[src/hdl/kvte_pkg.sv]
// Shared types and constants for the key-value table with expiry.
// Holds the word formats of both channels, the command and status codes,
// and the command/status bundles between the controller and the datapath.
package kvte_pkg;

	// Default sizes of the table.
	localparam int CAPACITY_DEF    = 64;
	localparam int KEY_WIDTH_DEF   = 64;
	localparam int VALUE_WIDTH_DEF = 64;

	// Fixed field widths.
	localparam int CMD_W      = 2;
	localparam int KEY_W      = 64;
	localparam int VALUE_W    = 64;
	localparam int TTL_W      = 31;
	localparam int STATUS_W   = 2;
	localparam int TIME_W     = 48;
	localparam int INTERVAL_W = 16;

	// Configuration port.
	localparam int APB_ADDR_W = 3;
	localparam int APB_DATA_W = 32;
	localparam logic [0:0] REG_SWEEP_INTERVAL = 1'b0;
	localparam logic [INTERVAL_W-1:0] SWEEP_INTERVAL_RESET = 16'd1000;

	// Command codes.
	localparam logic [CMD_W-1:0] CMD_SET  = 2'd0;
	localparam logic [CMD_W-1:0] CMD_GET  = 2'd1;
	localparam logic [CMD_W-1:0] CMD_DEL  = 2'd2;
	localparam logic [CMD_W-1:0] CMD_TICK = 2'd3;

	// Status codes.
	localparam logic [STATUS_W-1:0] ST_OK     = 2'd0;
	localparam logic [STATUS_W-1:0] ST_ABSENT = 2'd1;
	localparam logic [STATUS_W-1:0] ST_FULL   = 2'd2;

	// Request word.
	typedef struct packed {
		logic [CMD_W-1:0]   command;
		logic [KEY_W-1:0]   key;
		logic [VALUE_W-1:0] value;
		logic [TTL_W-1:0]   ttl;
	} in_word_t;

	// Response word.
	typedef struct packed {
		logic [STATUS_W-1:0] status;
		logic [VALUE_W-1:0]  read_value;
	} out_word_t;

	// Commands from the controller to the datapath.
	typedef struct packed {
		logic load;
		logic clr_step;
		logic scan_step;
		logic tick_upd;
		logic commit;
		logic out_load;
	} dp_cmd_t;

	// Status from the datapath to the controller.
	typedef struct packed {
		logic addr_last;
		logic sweep_due;
	} dp_status_t;

endpackage

[src/hdl/kvte_ctrl.sv]
// Controller state machine of the key-value table.
// Depends on kvte_pkg; drives the datapath through dp_cmd_t.
module kvte_ctrl
	import kvte_pkg::*;
(
	input  logic             clk,
	input  logic             arst_n,
	input  logic             req_valid,
	input  logic [CMD_W-1:0] req_op,
	output logic             req_stall,
	output logic             rsp_valid,
	input  logic             rsp_stall,
	input  dp_status_t       stat,
	output dp_cmd_t          cmd
);

	localparam logic [2:0] S_CLEAR  = 3'd0;
	localparam logic [2:0] S_IDLE   = 3'd1;
	localparam logic [2:0] S_TICK   = 3'd2;
	localparam logic [2:0] S_SCAN   = 3'd3;
	localparam logic [2:0] S_DRAIN  = 3'd4;
	localparam logic [2:0] S_COMMIT = 3'd5;
	localparam logic [2:0] S_RESP   = 3'd6;

	logic [2:0] state_q;
	logic [2:0] state_d;
	logic       rsp_valid_q;

	// Next state and command decode.
	always_comb begin
		state_d   = state_q;
		cmd       = '0;
		req_stall = 1'b1;
		case (state_q)
			S_CLEAR: begin
				cmd.clr_step = 1'b1;
				if (stat.addr_last) begin
					state_d = S_IDLE;
				end
			end
			S_IDLE: begin
				req_stall = 1'b0;
				if (req_valid) begin
					cmd.load = 1'b1;
					state_d  = (req_op == CMD_TICK) ? S_TICK : S_SCAN;
				end
			end
			S_TICK: begin
				cmd.tick_upd = 1'b1;
				state_d      = stat.sweep_due ? S_SCAN : S_COMMIT;
			end
			S_SCAN: begin
				cmd.scan_step = 1'b1;
				if (stat.addr_last) begin
					state_d = S_DRAIN;
				end
			end
			S_DRAIN: begin
				state_d = S_COMMIT;
			end
			S_COMMIT: begin
				cmd.commit = 1'b1;
				state_d    = S_RESP;
			end
			S_RESP: begin
				if (!rsp_valid_q || !rsp_stall) begin
					cmd.out_load = 1'b1;
					state_d      = S_IDLE;
				end
			end
			default: begin
				state_d = S_IDLE;
			end
		endcase
	end

	// State register; reset starts the clearing pass.
	always_ff @(posedge clk or negedge arst_n) begin
		if (!arst_n) begin
			state_q <= S_CLEAR;
		end else begin
			state_q <= state_d;
		end
	end

	// The response word is valid from its load until it is taken.
	always_ff @(posedge clk or negedge arst_n) begin
		if (!arst_n) begin
			rsp_valid_q <= 1'b0;
		end else if (cmd.out_load) begin
			rsp_valid_q <= 1'b1;
		end else if (!rsp_stall) begin
			rsp_valid_q <= 1'b0;
		end
	end

	assign rsp_valid = rsp_valid_q;

endmodule

[config.mk]
export PLATFORM = sky130hd
export DESIGN_NAME = kvte_ctrl
export DESIGN_NICKNAME = d
export VERILOG_FILES = /design/src/hdl/kvte_pkg.sv /design/src/hdl/kvte_ctrl.sv
export SDC_FILE = /design/constraint.sdc
export NUM_CORES = 1
export LEC_CHECK = 0
export ABC_CLOCK_PERIOD_IN_PS = 1110
export BUFFER_PORTS_ARGS = -buffer_cell sky130_fd_sc_hd__clkbuf_2
export CORE_AREA = 4 4 41 43
export CTS_CLUSTER_SIZE = 16
export DETAILED_ROUTE_END_ITERATION = 7
export DIE_AREA = 0 0 45 47
export GPL_TIMING_DRIVEN = 0
export PLACE_DENSITY_LB_ADDON = 0.3
export SYNTH_ARGS = -nofsm -noshare
export SYNTH_HDL_FRONTEND = slang
export SYNTH_SLANG_ARGS = --single-unit
[constraint.sdc]
create_clock -name clk -period 1.11 [get_ports clk]
set_input_delay 0.111 -clock clk [delete_from_list [all_inputs] [get_ports clk]]
set_output_delay 0.111 -clock clk [all_outputs]
set_load 0.01 [all_outputs]
======== Yosys cells after proc, flatten, opt, wreduce, memory -nomap -nowiden ========
Index checks and enable logic that the tools add are counted.
cells by class
  multiplexer cells ....................... 18
  equal/unequal tests ..................... 12
  reduce and logical (&&, ||, !) cells .... 5
operators with widths
  cell                  number
  $pmux W3 S7           1
  $mux W3               5
  $mux W1               12
  $eq A3 B3 Y1 const B  3
  $ne A2 B2 Y1 const B  4
  $eq A3 B2 Y1 const B  2
  $reduce_and A4 Y1     1
  $eq A3 B1 Y1 const B  1
  $logic_not A3 Y1      1
  $eq A2 B2 Y1 const B  1
  $logic_not A1 Y1      2
  $ne A2 B1 Y1 const B  1
  $logic_or A1 B1 Y1    1
storage, ports and cells
  word-level logic and storage cells ...... 37
  output and inout port bits .............. 8
  register bits ........................... 4
  bits of input ports ..................... 8

======== Longest topological paths before layout ========
  depth after elaboration ................. 5
  gate-level depth with buffers ........... 4
  gate-level depth less buffers ........... 3

======== Worst setup path after synthesis ========
OpenSTA, ideal clock, no wires.
  kind .................................... reg-to-reg
  from .................................... register state_q[0]
  to ...................................... register state_q[0]
  path slack .............................. 0.026 ns
  period minus slack after synthesis ...... 1.084 ns
  cell stages (with the launch flop) ...... 4
  arrival time ............................ 0.958 ns
  required time ........................... 0.983 ns
  path buffers ............................ 0
  cells stage by stage .................... dfrtp_1 > mux2_4 > o32ai_1 > o21ai_1
on the way
  cells in the longest elaborated chain, start to end .. 3
  elaborated cells on any way between the ends .. 13
  those cells by class .................... eq/ne (10); mux (1); reduce/logical (2)
ends and longest elaborated chain
  what                                  RTL line         RTL
  start, declared                       kvte_ctrl.sv:25  logic [2:0] state_q;
  start signal, assigned                kvte_ctrl.sv:82  state_q <= state_d;
  $eq A3 B3 Y1 (tied with other cells)  kvte_ctrl.sv:34  case (state_q)
  $ne A2 B2 Y1 (no source line)         -
  $reduce_and A4 Y1 (no source line)    -
Several ways; a longest one is shown, not always the timed one.
A chain may end at the register's enable or synchronous reset.

==> reports/summary.txt <==
Status: complete, but fails checks
Failing checks: setup timing
Async set-reset flop share out of synthesis: 1.00
Pwr Density: 2850 mW/mm²
Cell internal pwr: 1.02 mW
Worst R2R Setup Slack: -0.17 ns
NetSw: 0.641 mW
Max-slew headroom: 0.897
Placed Cells: 68
Reg-to-reg startpoint: state_q[0]$_DFFE_PN0P_
Final HPWL DP: 636 µm
DR WL met3: 75 µm
Die Y: 47 µm
Synthesized Nets: 46
Hold_sp: rsp_stall
Total wire length: 1030 µm
GRT Overall Usage: 0.0957
Hold depth: 3
WHS Endpoint: rsp_valid$_DFFE_PN0P_
DR DRC count: 0
CP Data Arrival Time: 1.21 ns
Fin worst setup slack: -0.208 ns
Final setup fails: 10
Detailed Routing Iterations Pass 1: 1
Post-Synthesis Cells: 38
Predominant post-synthesis flop cell: dfrtp_1
Final period util: 1.19
Die X: 45 µm
Maximum vdd drop: 1.11 mV
Vias/cell: 4.55
Final std cells w/o fill: 83
Die area: 0.00212 mm²
Crit path max-delay family: flip-flops
Area delta synth->final: 76.5%
CP endpoint kind: output pin
GPL Wtd Cong: 0.756
Top cell type by total area after synthesis: dfrtp_1
Count leader, synth: nand2_1
RSZ-0062 raised after global routing: true
Worst-path clk slew: 0.04 ns
Crit path kind: reg -> out
Critical path launch point type: flip-flop
Util after Layout: 0.448
Share of layout cells above drive strength 1: 0.603
CP bufs+invs: 2
Pleak: 0.307 nW
Tmin final: 1.32 ns
Vias in the first global route: 346
Switch share: 0.385
Diode count: 0
Required time worst endpoint: 1.00 ns
# port buffers: 15
Overflow after GRT: 0
Top cells by count, synth: nand2_1 (6), dfrtp_1 (4), buf_6 (3)
Synth cell types: 25
Maximum clock frequency: 0.759 GHz
Detail Route Antenna Nets: 0
Metal2 WL: 530 µm
Seq/Total Area, Yosys: 0.303
Starting density of the core: 0.254
Number of synthesized flops with an enable pin: 0
Slew @ Worst Pin: 0.150 ns
Part of the power in registers: 0.165
Tot Pwr: 1.66 mW
Highest metal used: met3
Ports: 16
Antenna violations before repair: 0
Clk_skew: 0.00196 ns
First-pass GRT wire length: 1410 µm
Max-slew violation count: 0
Worst R2R End: state_q[1]$_DFFE_PN0P_
Clock share of power: 0.106
CP max-delay cell: dfrtp_1
Num rows: 13
Worst Reg2Reg Path Length in Cells: 6
Register bit total from synthesis: 4
Skew-Pair Late Insertion Delay: 0.23 ns
Num CTS Buffers: 3
Max-Cap Viols: 0
Synth warn: 0
Pin count of the biggest net entering global routing: 11
H-tree Lvls: 1
Post-Syn Area: 330 µm²
Vias: 378
Crit path max fanout: 6
Clk sink count: 4
Worst hold-check path type: in -> reg
Initial drt markers: 0
Hold Fails Final Rpt: 0
Mean post-synth cell area: 8.69 µm²
Comb power frac: 0.729
Placeable Area: 0.00130 mm²
CTS tree: yes
Routed WL per cell: 12.4 µm
CTS max path bufs: 2
Root buffer cell: clkbuf_4
M1 WL: 426 µm
CP max stage delay: 0.39 ns
Final net count: 78
Ranking of synthesized cells by area: dfrtp_1 (30%), buf_6 (10%), nand2_1 (6.8%), mux2_4 (4.5%), mux2_2 (3.4%)
Top cell type's share of synthesized area: 0.303
Cell Chain, Critical Path: buf_6 > and2b_2 > and2_1 > clkbuf_2
[layout make-up]
type / instances / area [µm²]
Fill cell: 137 / 718
Multi-Input combinational cell: 29 / 229
Timing Repair Buffer: 27 / 171
Sequential cell: 4 / 100
Buffer: 3 / 33.8
Clock buffer: 3 / 22.5
Tap cell: 15 / 18.8
Inverter: 2 / 7.51
[state kept, by name (all words and copies together), names as in the netlist]
register / flops
state_q: 3
rsp_valid: 1
[kinds of logic (layout without fill, tap and decap cells)]
group,Yosys count,after routing,synth area share
buffers and inverters,5,35,0.125
AOI/OAI and AO/OA,9,9,0.178
DFF,4,4,0.303
and+or+nand+nor,17,17,0.284
muxes,3,3,0.110
[worst register-to-register path: stages, from the launching register on]
cell     delay, ns
dfrtp_1       0.39
buf_6         0.14
buf_4         0.13
buf_6         0.11
and4b_1       0.24
a31oi_1       0.04
mux2i_1       0.16
[cell usage in the layout, fill, tap and decap left out]
| cell type | synthesis | layout |
|---|---|---|
| and4b_1 | 1 | 1 |
| dlygate4sd3_1 | 0 | 1 |
| or2_4 | 0 | 1 |
| inv_1 | 2 | 2 |
| a21oi_2 | 0 | 1 |
| o21ai_1 | 1 | 2 |
| o211ai_1 | 1 | 1 |
| mux2_4 | 1 | 2 |
| and2b_2 | 1 | 1 |
| clkbuf_4 | 0 | 3 |
| a211o_1 | 1 | 1 |
| and3_1 | 1 | 1 |
| o21ai_0 | 2 | 1 |
| buf_6 | 3 | 4 |
| a21boi_2 | 0 | 1 |
| mux2i_1 | 1 | 1 |
| nor3b_1 | 1 | 1 |
| nand2_1 | 6 | 5 |
| nand2_4 | 0 | 1 |
| buf_2 | 0 | 5 |
| dfrtp_1 | 4 | 4 |
| clkbuf_2 | 0 | 10 |
| nor3_4 | 0 | 1 |
| and2_1 | 1 | 1 |
| nor2_1 | 2 | 2 |
| nand2b_1 | 1 | 1 |
| a31oi_1 | 1 | 1 |
| buf_4 | 0 | 10 |
| nand3b_1 | 1 | 1 |
| o32ai_2 | 0 | 1 |
[through the flow]
stage | TNS [ns] | instance area (µm²) | setup WS [ns] | hold WS, ns
2_1_floorplan | 0 | 330 | 0.0256 | -0.185
3_3_place_gp | -0.0470 | 424 | -0.0326 | -0.0816
3_5_place_dp | -0.0787 | 424 | -0.0420 | -0.0780
4_1_cts | -1.31 | 532 | -0.208 | 0.163
5_1_grt | -2.01 | 583 | -0.266 | 0.222
6_report | -1.48 | 583 | -0.208 | 0.208
[timing repair]
item                                    in CTS  in global routing
endpoints found under the setup margin       8                 10
pin swaps                                    3                  2
setup buffers                                8                  4
hold endpoints to repair                     4                  0
hold buffers                                 1                  0
resized for setup                            3                 14
[power groups by stage]
stage | clock network [mW] | logic [mW] | registers, mW
3_3_place_gp | 0 | 0.768 | 0.285
6_report | 0.176 | 1.21 | 0.275
2_1_floorplan | 0 | 0.563 | 0.277
5_1_grt | 0.203 | 1.31 | 0.280
3_5_place_dp | 0 | 0.774 | 0.290
4_1_cts | 0.190 | 1.03 | 0.269
[routing by layer]
layer / vias to the layer above / track usage
met4: 0 / 0.0526
met3: 0 / 0.0383
met2: 13 / 0.147
met1: 173 / 0.114
li1: 192 / -
met5: - / 0
[worst max-delay path by stage]
stage | from | endpoint | slack (ns) | cells past startpoint
6_report | state_q[0]$_DFFE_PN0P_ | cmd[3] | -0.21 | 4
5_1_grt | state_q[0]$_DFFE_PN0P_ | cmd[0] | -0.27 | 4
4_1_cts | state_q[0]$_DFFE_PN0P_ | cmd[0] | -0.21 | 4
3_5_place_dp | state_q[0]$_DFFE_PN0P_ | state_q[0]$_DFFE_PN0P_ | -0.04 | 3
3_3_place_gp | state_q[0]$_DFFE_PN0P_ | state_q[0]$_DFFE_PN0P_ | -0.03 | 3
2_1_floorplan | state_q[0]$_DFFE_PN0P_ | state_q[0]$_DFFE_PN0P_ | 0.03 | 3
Power figures use the tool's default switching activity.
